[src/scpr_pkg.sv]
package scpr_pkg;

    // Queue and page space dimensions
    localparam int QUEUE_DEPTH = 32;
    localparam int PAGE_COUNT  = 1024;

    localparam int PAGE_W     = 10;
    localparam int QPTR_W     = (QUEUE_DEPTH > 1) ? $clog2(QUEUE_DEPTH) : 1;
    localparam int OCC_W      = $clog2(QUEUE_DEPTH + 1);
    localparam int REF_AW     = (PAGE_COUNT > 1) ? $clog2(PAGE_COUNT) : 1;
    localparam int PAGE_CMP_W = 17;

    // Request kinds
    localparam logic [1:0] KIND_ADD   = 2'd0;
    localparam logic [1:0] KIND_REF   = 2'd1;
    localparam logic [1:0] KIND_EVICT = 2'd2;
    localparam logic [1:0] KIND_POP   = 2'd3;

    // Result actions
    localparam logic [2:0] ACT_ADDED      = 3'd0;
    localparam logic [2:0] ACT_FULL       = 3'd1;
    localparam logic [2:0] ACT_REFERENCED = 3'd2;
    localparam logic [2:0] ACT_UNMAP      = 3'd3;
    localparam logic [2:0] ACT_VICTIM     = 3'd4;
    localparam logic [2:0] ACT_EMPTY      = 3'd5;
    localparam logic [2:0] ACT_POPPED     = 3'd6;

    typedef struct packed {
        logic [1:0]        kind;
        logic [PAGE_W-1:0] page_id;
        logic              ref_on_add;
    } t_in_item;

    typedef struct packed {
        logic [2:0]        action;
        logic [PAGE_W-1:0] page_out;
        logic              last;
    } t_out_item;

endpackage

[src/scpr_ram.sv]
module scpr_ram #(
    parameter int WIDTH = 8,
    parameter int DEPTH = 32
) (
    input  logic                                         i_clk,
    input  logic                                         i_we,
    input  logic [((DEPTH > 1) ? $clog2(DEPTH) : 1)-1:0] i_waddr,
    input  logic [WIDTH-1:0]                             i_wdata,
    input  logic                                         i_re,
    input  logic [((DEPTH > 1) ? $clog2(DEPTH) : 1)-1:0] i_raddr,
    output logic [WIDTH-1:0]                             o_rdata
);

    logic [WIDTH-1:0] r_mem [DEPTH];
    logic [WIDTH-1:0] r_rdata;

    // Read data holds until the next read enable
    always_ff @(posedge i_clk) begin
        if (i_we) begin
            r_mem[i_waddr] <= i_wdata;
        end
        if (i_re) begin
            r_rdata <= r_mem[i_raddr];
        end
    end

    assign o_rdata = r_rdata;

endmodule

[src/second_chance_page_replacer_unit.sv]
// Second-chance page replacement queue. Resident page numbers sit in a ring
// memory of QUEUE_DEPTH entries, and one reference bit per page number sits
// in a second memory of PAGE_COUNT one-bit entries. After reset the block
// sweeps the reference-bit memory to zero, one entry a cycle, so o_in_ready
// stays low until the sweep is done. Requests are handled one at a time: add,
// reference, and any request on an empty queue yield their result from the
// execute state; pop first reads the head page from the ring. Evict reads the
// head page and then its reference bit, and requeues k second-chance pages at
// the tail before it finds the victim; each such visit costs a ring read,
// a reference-bit read that depends on the page just read, and a write-back,
// all through the single read port of each memory. An evict produces k unmap
// results followed by one victim result, and last marks the final result of
// every request. The result register lets the next request transfer in while
// the final result still waits downstream.
module second_chance_page_replacer_unit (
    input  logic                i_clk,
    input  logic                i_rst_n,
    input  logic                i_in_valid,
    output logic                o_in_ready,
    input  scpr_pkg::t_in_item  i_in_data,
    output logic                o_out_valid,
    input  logic                i_out_ready,
    output scpr_pkg::t_out_item o_out_data
);

    localparam logic [2:0] ST_CLEAR    = 3'd0;
    localparam logic [2:0] ST_IDLE     = 3'd1;
    localparam logic [2:0] ST_EXEC     = 3'd2;
    localparam logic [2:0] ST_POP      = 3'd3;
    localparam logic [2:0] ST_EV_PAGE  = 3'd4;
    localparam logic [2:0] ST_EV_BIT   = 3'd5;
    localparam logic [2:0] ST_EV_FETCH = 3'd6;

    localparam logic [scpr_pkg::QPTR_W-1:0] QPTR_LAST =
        scpr_pkg::QPTR_W'(scpr_pkg::QUEUE_DEPTH - 1);
    localparam logic [scpr_pkg::OCC_W-1:0] OCC_FULL =
        scpr_pkg::OCC_W'(scpr_pkg::QUEUE_DEPTH);
    localparam logic [scpr_pkg::REF_AW-1:0] CLR_LAST =
        scpr_pkg::REF_AW'(scpr_pkg::PAGE_COUNT - 1);
    localparam logic [scpr_pkg::PAGE_CMP_W-1:0] PAGE_LIMIT =
        scpr_pkg::PAGE_CMP_W'(scpr_pkg::PAGE_COUNT);

    logic [2:0]                    r_state, n_state;
    scpr_pkg::t_in_item            r_item, n_item;
    logic [scpr_pkg::QPTR_W-1:0]   r_head, n_head;
    logic [scpr_pkg::QPTR_W-1:0]   r_tail, n_tail;
    logic [scpr_pkg::OCC_W-1:0]    r_occ, n_occ;
    logic [scpr_pkg::REF_AW-1:0]   r_clr, n_clr;
    logic                          r_out_valid, n_out_valid;
    scpr_pkg::t_out_item           r_out, n_out;

    // Ring memory port
    logic                          f_we, f_re;
    logic [scpr_pkg::QPTR_W-1:0]   f_waddr, f_raddr;
    logic [scpr_pkg::PAGE_W-1:0]   f_wdata, f_rdata;

    // Reference-bit memory port
    logic                          b_we, b_re;
    logic [scpr_pkg::REF_AW-1:0]   b_waddr, b_raddr;
    logic                          b_wdata, b_rdata;

    logic                          out_free;
    logic [scpr_pkg::QPTR_W-1:0]   head_next, tail_next;
    logic [scpr_pkg::PAGE_CMP_W-1:0] item_ext, pg_ext;
    logic                          item_in_range, pg_in_range;
    logic [scpr_pkg::REF_AW-1:0]   item_addr, pg_addr;

    scpr_ram #(
        .WIDTH (scpr_pkg::PAGE_W),
        .DEPTH (scpr_pkg::QUEUE_DEPTH)
    ) u_fifo_ram (
        .i_clk   (i_clk),
        .i_we    (f_we),
        .i_waddr (f_waddr),
        .i_wdata (f_wdata),
        .i_re    (f_re),
        .i_raddr (f_raddr),
        .o_rdata (f_rdata)
    );

    scpr_ram #(
        .WIDTH (1),
        .DEPTH (scpr_pkg::PAGE_COUNT)
    ) u_ref_ram (
        .i_clk   (i_clk),
        .i_we    (b_we),
        .i_waddr (b_waddr),
        .i_wdata (b_wdata),
        .i_re    (b_re),
        .i_raddr (b_raddr),
        .o_rdata (b_rdata)
    );

    // A new result may load when the register is empty or draining this cycle
    assign out_free  = !r_out_valid || i_out_ready;
    assign head_next = (r_head == QPTR_LAST) ? '0 : r_head + 1'b1;
    assign tail_next = (r_tail == QPTR_LAST) ? '0 : r_tail + 1'b1;

    // Page numbers beyond the bit memory read as clear and drop writes
    assign item_ext      = scpr_pkg::PAGE_CMP_W'(r_item.page_id);
    assign item_in_range = item_ext < PAGE_LIMIT;
    assign item_addr     = item_ext[scpr_pkg::REF_AW-1:0];
    assign pg_ext        = scpr_pkg::PAGE_CMP_W'(f_rdata);
    assign pg_in_range   = pg_ext < PAGE_LIMIT;
    assign pg_addr       = pg_ext[scpr_pkg::REF_AW-1:0];

    assign o_in_ready  = (r_state == ST_IDLE);
    assign o_out_valid = r_out_valid;
    assign o_out_data  = r_out;

    always_comb begin
        n_state = r_state;
        n_item  = r_item;
        n_head  = r_head;
        n_tail  = r_tail;
        n_occ   = r_occ;
        n_clr   = r_clr;
        n_out   = r_out;
        n_out_valid = (r_out_valid && !i_out_ready);

        f_we    = 1'b0;
        f_waddr = r_tail;
        f_wdata = r_item.page_id;
        f_re    = 1'b0;
        f_raddr = r_head;
        b_we    = 1'b0;
        b_waddr = item_addr;
        b_wdata = 1'b0;
        b_re    = 1'b0;
        b_raddr = pg_addr;

        case (r_state)
            ST_CLEAR: begin
                // Sweep the reference bits to zero
                b_we    = 1'b1;
                b_waddr = r_clr;
                b_wdata = 1'b0;
                n_clr   = r_clr + 1'b1;
                if (r_clr == CLR_LAST) begin
                    n_state = ST_IDLE;
                end
            end

            ST_IDLE: begin
                if (i_in_valid) begin
                    n_item  = i_in_data;
                    n_state = ST_EXEC;
                end
            end

            ST_EXEC: begin
                case (r_item.kind)
                    scpr_pkg::KIND_ADD: begin
                        if (out_free) begin
                            n_out_valid     = 1'b1;
                            n_out.page_out  = r_item.page_id;
                            n_out.last      = 1'b1;
                            n_state         = ST_IDLE;
                            if (r_occ == OCC_FULL) begin
                                n_out.action = scpr_pkg::ACT_FULL;
                            end else begin
                                n_out.action = scpr_pkg::ACT_ADDED;
                                f_we    = 1'b1;
                                b_we    = item_in_range;
                                b_wdata = r_item.ref_on_add;
                                n_tail  = tail_next;
                                n_occ   = r_occ + 1'b1;
                            end
                        end
                    end
                    scpr_pkg::KIND_REF: begin
                        if (out_free) begin
                            b_we           = item_in_range;
                            b_wdata        = 1'b1;
                            n_out_valid    = 1'b1;
                            n_out.action   = scpr_pkg::ACT_REFERENCED;
                            n_out.page_out = r_item.page_id;
                            n_out.last     = 1'b1;
                            n_state        = ST_IDLE;
                        end
                    end
                    default: begin
                        // Evict and pop share the empty check and head read
                        if (r_occ == '0) begin
                            if (out_free) begin
                                n_out_valid    = 1'b1;
                                n_out.action   = scpr_pkg::ACT_EMPTY;
                                n_out.page_out = '0;
                                n_out.last     = 1'b1;
                                n_state        = ST_IDLE;
                            end
                        end else begin
                            f_re    = 1'b1;
                            n_state = (r_item.kind == scpr_pkg::KIND_POP) ?
                                      ST_POP : ST_EV_PAGE;
                        end
                    end
                endcase
            end

            ST_POP: begin
                if (out_free) begin
                    n_out_valid    = 1'b1;
                    n_out.action   = scpr_pkg::ACT_POPPED;
                    n_out.page_out = f_rdata;
                    n_out.last     = 1'b1;
                    n_head         = head_next;
                    n_occ          = r_occ - 1'b1;
                    n_state        = ST_IDLE;
                end
            end

            ST_EV_PAGE: begin
                // Fetch the reference bit of the head page
                b_re    = 1'b1;
                n_state = ST_EV_BIT;
            end

            ST_EV_BIT: begin
                if (out_free) begin
                    n_out_valid    = 1'b1;
                    n_out.page_out = f_rdata;
                    n_head         = head_next;
                    if (pg_in_range && b_rdata) begin
                        // Second chance: clear the bit, requeue at the tail
                        n_out.action = scpr_pkg::ACT_UNMAP;
                        n_out.last   = 1'b0;
                        b_we         = 1'b1;
                        b_waddr      = pg_addr;
                        b_wdata      = 1'b0;
                        f_we         = 1'b1;
                        f_wdata      = f_rdata;
                        n_tail       = tail_next;
                        n_state      = ST_EV_FETCH;
                    end else begin
                        n_out.action = scpr_pkg::ACT_VICTIM;
                        n_out.last   = 1'b1;
                        n_occ        = r_occ - 1'b1;
                        n_state      = ST_IDLE;
                    end
                end
            end

            ST_EV_FETCH: begin
                // Read the new head after the requeue write has landed
                f_re    = 1'b1;
                n_state = ST_EV_PAGE;
            end

            default: begin
                n_state = ST_IDLE;
            end
        endcase
    end

    always_ff @(posedge i_clk) begin
        if (!i_rst_n) begin
            r_state     <= ST_CLEAR;
            r_head      <= '0;
            r_tail      <= '0;
            r_occ       <= '0;
            r_clr       <= '0;
            r_out_valid <= 1'b0;
        end else begin
            r_state     <= n_state;
            r_head      <= n_head;
            r_tail      <= n_tail;
            r_occ       <= n_occ;
            r_clr       <= n_clr;
            r_out_valid <= n_out_valid;
        end
    end

    always_ff @(posedge i_clk) begin
        r_item <= n_item;
        r_out  <= n_out;
    end

endmodule

[config.mk]
export PLATFORM = sky130hd
export DESIGN_NAME = second_chance_page_replacer_unit
export DESIGN_NICKNAME = d
export VERILOG_FILES = /design/src/scpr_pkg.sv /design/src/scpr_ram.sv /design/src/second_chance_page_replacer_unit.sv
export SDC_FILE = /design/constraint.sdc
export NUM_CORES = 2
export LEC_CHECK = 0
export ABC_CLOCK_PERIOD_IN_PS = 99400
export CORE_UTILIZATION = 35
export DETAILED_ROUTE_END_ITERATION = 7
export DONT_BUFFER_PORTS = 1
export PLACE_DENSITY = 0.57
export SYNTH_ARGS = -nofsm -noshare
export SYNTH_HDL_FRONTEND = slang
export SYNTH_HIERARCHICAL = 1
export SYNTH_SLANG_ARGS = --single-unit
[constraint.sdc]
create_clock -name i_clk -period 99.4 [get_ports i_clk]
set_input_delay 9.94 -clock i_clk [delete_from_list [all_inputs] [get_ports i_clk]]
set_output_delay 9.94 -clock i_clk [all_outputs]
set_load 0.02 [all_outputs]
### After elaboration in Yosys (flattened, before gate mapping)

Memory sizes are Yosys's and may differ from the RTL's. A register that Yosys moved wholly into a read port is not among the register bits.
Index checks and enable logic that the tools add are counted.

| cells by class | value |
|---|---|
| add/subtract/negate cells | 5 |
| order comparisons | 2 |
| equality and inequality tests | 25 |
| muxes and demuxes | 67 |
| reduce and logical (&&, ||, !) cells | 18 |

Operator list:

| kind | count |
|---|---|
| 14-bit two-way mux | 6 |
| 14-bit one-hot mux with 3 select lines | 1 |
| 6-bit two-way mux | 6 |
| 5-bit two-way mux | 7 |
| 10-bit two-way mux | 3 |
| 14-bit one-hot mux with 2 select lines | 1 |
| 3-bit two-way mux | 9 |
| 1-bit two-way mux | 24 |
| 10-bit by 11-bit less-than comparator with 1-bit output (second input constant) | 2 |
| 3-bit one-hot mux with 7 select lines | 1 |
| 10-bit one-hot mux with 2 select lines | 1 |
| 2-bit != test (second input constant) | 9 |
| 6-bit one-hot mux with 3 select lines | 1 |
| 7-bit AND reduction | 2 |
| 10-bit by 1-bit adder with 10-bit output (second input constant) | 1 |
| 5-bit by 1-bit adder with 5-bit output (second input constant) | 2 |
| 10-bit equality test (second input constant) | 1 |
| 5-bit equality test (second input constant) | 2 |
| 1-bit one-hot mux with 2 select lines | 5 |
| 5-bit one-hot mux with 2 select lines | 1 |
| 3-bit equality test (second input constant) | 3 |
| 3-bit != test (second input constant) | 3 |
| 6-bit by 1-bit adder with 6-bit output (second input constant) | 1 |
| 3-bit by 2-bit equality test with 1-bit output (second input constant) | 2 |
| 19 further kinds | 23 |

| storage, ports and cells | value |
|---|---|
| flip-flop bits (word level) | 57 |
| bits in writable memories | 1344 |
| input bits | 17 |
| output and inout bits | 16 |
| memories | 2 |

Memories:

| memory | words | width | rd ports | clocked after Yosys merged registers in | wr ports | RTL line | source |
|---|---|---|---|---|---|---|---|
| u_ref_ram.r_mem | 1024 | 1 | 1 | 1 | 1 | scpr_ram.sv:14 | `logic [WIDTH-1:0] r_mem [DEPTH];` |
| u_fifo_ram.r_mem | 32 | 10 | 1 | 1 | 1 | scpr_ram.sv:14 |  |

### Depth between registers and ports, before layout

| logic depth | value |
|---|---|
| depth after elaboration | 7 |
| mapped depth | 15 |
| depth with buffers taken out | 10 |

### Hierarchy

Netlist, hierarchy kept.

By module, submodules not included:

| module | times used | cells an instance | area each (um^2) | seq. area each (um^2) |
|---|---|---|---|---|
| scpr_ram (u_ref_ram) | 1 | 3112 | 44666.6 | 30779.5 |
| scpr_ram (u_fifo_ram) | 1 | 733 | 13093.8 | 9909.5 |
| second_chance_page_replacer_unit | 1 | 329 | 3047.9 | 1411.4 |

### Worst setup path before layout

Ideal clock, no wire load.

| timing | value |
|---|---|
| path kind | input-to-reg |
| from | in i_out_ready |
| to | mem u_ref_ram.r_mem[0], data pin |
| library setup time | 7758 ps |
| arrival time | 48258 ps |
| data required time | 91642 ps |
| slack | 43384 ps |
| cell stages on the path | 3 |
| buffers on the path | 1 |
| cell sequence | nor2b_1 -> clkbuf_1 -> nor3_1 |

| between the ends | value |
|---|---|
| word-level cells in the longest chain between the ends | 4 |
| elaborated cells between the ends (all ways) | 5 |
| classes of those cells | mux (4); reduce/logical (1) |

Ends and longest elaborated chain:

| what | RTL line | source |
|---|---|---|
| start, declared | second_chance_page_replacer_unit.sv:22 | `input logic i_out_ready,` |
| 1-bit logical OR (*) | second_chance_page_replacer_unit.sv:95 | `assign out_free = !r_out_valid \|\| i_out_ready;` |
| 1-bit two-way mux, on equally long branches | second_chance_page_replacer_unit.sv:172, second_chance_page_replacer_unit.sv:154 |  |
| 1-bit one-hot mux with 2 select lines (*) | second_chance_page_replacer_unit.sv:152 | `case (r_item.kind)` |
| 1-bit two-way mux (*) | - |  |
| named net b_wdata | second_chance_page_replacer_unit.sv:60 | `logic b_wdata, b_rdata;` |
| end, declared | scpr_ram.sv:14 |  |

The timed path passes the listed nets; every way through them passes the cells marked *.

### Worst setup path in the final report

| timing | value |
|---|---|
| from | in i_out_ready |
| to | mem u_ref_ram.r_mem[178] (enable) |

| between the ends | value |
|---|---|
| elaborated cells between the ends (all ways) | 10 |
| classes of those cells | mux (9); reduce/logical (1) |

RTL lines:

| what | RTL line | source |
|---|---|---|
| 1-bit logical OR | second_chance_page_replacer_unit.sv:95 |  |
| 10-bit two-way mux | second_chance_page_replacer_unit.sv:220 | `if (out_free) begin` |
| 10-bit one-hot mux with 2 select lines | second_chance_page_replacer_unit.sv:132 | `case (r_state)` |
| named net b_waddr (one bit) | second_chance_page_replacer_unit.sv:59 | `logic [scpr_pkg::REF_AW-1:0] b_waddr, b_raddr;` |

The timed path passes the listed nets, and every way through them passes these cells.

==> summary.txt <==
Clock tree
  – Post-CTS Hold Fix Bufs: 0
  – Clock Latency Late Sink: 770 ps
  – Max H-tree Level: 4
  – CTS sink cnt: 1,412
  – Postcts setup bufs: 0
  – Gates resized, CTS repair: 0
  – Clk pin slew, worst setup/hold paths: 60 ps
  – CTS tree: yes
  – CTS Buf Count: 147
  – CTS max path bufs: 3
  – Root Driver: clkbuf_16

Die
  – Die Y: 419 microns
  – IO Count: 33
  – Starting Density: 0.353
  – Row cnt: 152
  – CORE AREA: 172,000 sq um
  – Die area: 175,000 sq um
  – Die Wd: 419 microns

Yosys
  – Synthesis warning total: 6
  – Largest family of logic cells by synthesized area: multiplexers
  – Adder-cell share of the synthesized area: 0.00218
  – Share of the synthesized area in the top cell type: 0.682
  – FFs w/ async S/R, synth: 0
  – Compound-cell area share of the yosys netlist: 0.0388
  – Netlist cell types: 75
  – Top post-synthesis cells by area: edfxtp_1 68%, mux4_2 7.4%, nor2_1 6.8%
  – Mapped Area: 60,800 sq um
  – Post-synthesis simple-gate area fraction: 0.104
  – Top-count cell post-synth: edfxtp_1
  – Synth Area in XOR/XNOR: 0.00144
  – Mapped Cells: 4,174
  – Seq/Total Area, Yosys: 0.692
  – Top cells by count, synth: 1,382 x edfxtp_1, 1,096 x nor2_1, 288 x mux2i_1
  – Post-synth net total: 4,201
  – Avg Inst Size Synth: 14.6 sq um
  – Yosys reg bits: approximately 1,400
  – Area leader, netlist: edfxtp_1
  – Mux contribution to synthesized area: 0.130
  – Post-synth top flop: edfxtp_1
  – Post-synth EDFFs: 1,382

STA
  – Final setup viols: 0
  – Final setup skew: 37.9 ps
  – Fin crit share: 0.139
  – Peak Freq: 0.0726 GHz
  – RSZ-0062 raised after global routing: no
  – Setup TNS: 0 ps
  – Hold Violations, Final: 0
  – Slew @ Worst Pin: 1460 ps
  – Slew margin rel.: 0.0244
  – Final Slew Violations: 0
  – Minimum clock period: 13,780 ps

GRT
  – GRT overflow: 0
  – Largest net degree at the start of global routing: between 100 and 150
  – Number of global-route vias before repair: 34,500
  – Initial antenna violation count: 3
  – First-pass GRT wire length: roughly 230,000 microns
  – GRT Total Usage: 0.179

Detailed routing
  – WL final: 158,000 microns
  – Vias per inst: 5.44
  – DR WL/cell: approximately 24 microns
  – Initial DRC Count: 3,576
  – Vias post-DR: roughly 35,000
  – DRT antenna net count: 0
  – DR pass1 iterations: 5
  – Drt drc: 0

Cells and area
  – P&R area growth vs syn: 10.5%
  – Final core utilization: 0.390
  – Layout Nets: 4,086
  – Share of cells above drive strength 1: 0.135

Critical path
  – Setup crit start kind: input pin
  – Crit end category: register
  – Highest cell delay on the worst timing path: 1190 ps
  – Crit path max-delay family: simple AND/OR/NAND/NOR gates
  – Crit Path Max Fanout: 32
  – Crit path cell chain: nor2b_1, nor2_1, buf_4, nor2_1, nand2_1, nand2_1, nor3b_1, nand2_1, nor2_1
  – Critical path class: input pin to register
  – Arr. time, crit path: 14,220 ps
  – Worst Path Required: 99,840 ps
  – Slowest cell on crit path: nor3b_1
  – Worst path bufs/invs: 1

Place
  – Input/output buffers: 0
  – Routability-driven placement congestion ratio: 0.795
  – HPWL Detailed: 87,500 microns

Pwr
  – Leakage: 18.0 nW
  – VDD IR-drop max: about 0.000019 V
  – Pwr dens: roughly 17 nW/um^2

Worst hold path
  – Hold Crit Class: register to register

Run status
  – Status: completed

Run
  – Maxcap violations: 0
==> metrics by stage <==
stage	setup WS, ps	cells	power, mW	instance area, sq um	hold slack (ps)
after floorplan	43380	4174	0.660	60800	460
after global placement	84980	6219	0.664	62700	481
after detailed placement	84910	6219	0.664	62700	501
after CTS	85670	6479	1.19	67200	509
after global routing	85300	6481	1.21	67200	541
final	85620	6481	1.18	67200	505
==> cell usage in the layout (no fill, tap or decap), types with 7 or more instances in the layout <==
master / instances
a21oi_1: 78
a22o_1: 24
a22oi_1: 66
a31oi_1: 18
and2_1: 9
and3_1: 8
buf_4: 93
clkbuf_1: 32
clkbuf_16: 151
clkinv_1: 39
clkinv_2: 21
dfxtp_1: 29
edfxtp_1: 1382
ha_1: 9
inv_1: 10
mux2_2: 12
mux2i_1: 288
mux4_1: 14
mux4_2: 200
nand2_1: 156
nand2b_1: 13
nand3_1: 46
nand3_2: 24
nand3b_1: 17
nand4_1: 24
nor2_1: 1095
nor2b_1: 15
nor3_1: 41
nor3_2: 11
nor3b_1: 8
nor4_1: 7
o21ai_0: 29
o221ai_1: 49
o22ai_1: 28
==> cells by family after synthesis <==
| family | after synthesis |
|---|---|
| xor gates and xnor gates | 10 |
| muxes | 514 |
| DFF | 1412 |
| AOI/OAI and AO/OA | 340 |
| and+or+nand+nor | 1514 |
| buffers and inverters | 374 |
| adders and majority gates | 10 |
==> worst register-to-register path, delay by kind of cell (launching register included) <==
family / cells / cell delay, ps
DFF: 1 / 710
muxes: 2 / 1200
and+or+nand+nor: 3 / 670
buffers and inverters: 3 / 2260
AOI/OAI and AO/OA: 2 / 920
==> path summary, 6_finish.rpt <==
check                                                      from                        endpoint  slack, ps  depth (start not counted)
worst min-delay path                      r_clr[9]$_SDFFE_PN0N_           r_clr[9]$_SDFFE_PN0N_        500                          2
worst max register to register  u_fifo_ram/o_rdata[0]$_DFFE_PP_     u_ref_ram/o_rdata$_DFFE_PP_      93230                         10
worst max-delay path                                i_out_ready  u_ref_ram/r_mem[178]$_DFFE_PP_      85620                          9
worst min register to register            r_clr[9]$_SDFFE_PN0N_           r_clr[9]$_SDFFE_PN0N_        500                          2
==> layer usage <==
metal | GRT usage | share of wire | vias to the layer above
met3 | 0.0245 | 0.061 | 258
li1 | - | - | 15400
met1 | 0.245 | 0.43 | 18400
met4 | 0.0569 | 0.026 | 2
met5 | 0 | 0.000082 | -
met2 | 0.295 | 0.49 | 1183
==> power breakdown <==
group	internal [mW]	switching [mW]
logic	0.00110	0.00657
clock network	0.294	0.230
registers	0.643	0.000167
total	0.938	0.237
==> final cells by class <==
class | instances | area (sq um)
flip-flops and latches | 1412 | 42100
well taps | 2310 | 2890
repair buffers | 96 | 743
inverters | 14 | 52.6
clock inverters | 77 | 587
clock buffers | 183 | 3900
multi-input cells | 2388 | 16900
fillers | 16100 | 105000
diodes | 1 | 2.50
==> sequential cells by signal, summed over array words and instances, names as in the netlist, 5 cells and up <==
signal,count
item_addr,10
r_occ,6
f_waddr,5
o_out_data,14
u_ref_ram/r_mem,1024
r_clr,10
u_fifo_ram/o_rdata,10
u_fifo_ram/r_mem,320
f_raddr,5
No activity file was read; power rests on OpenSTA's default activity.
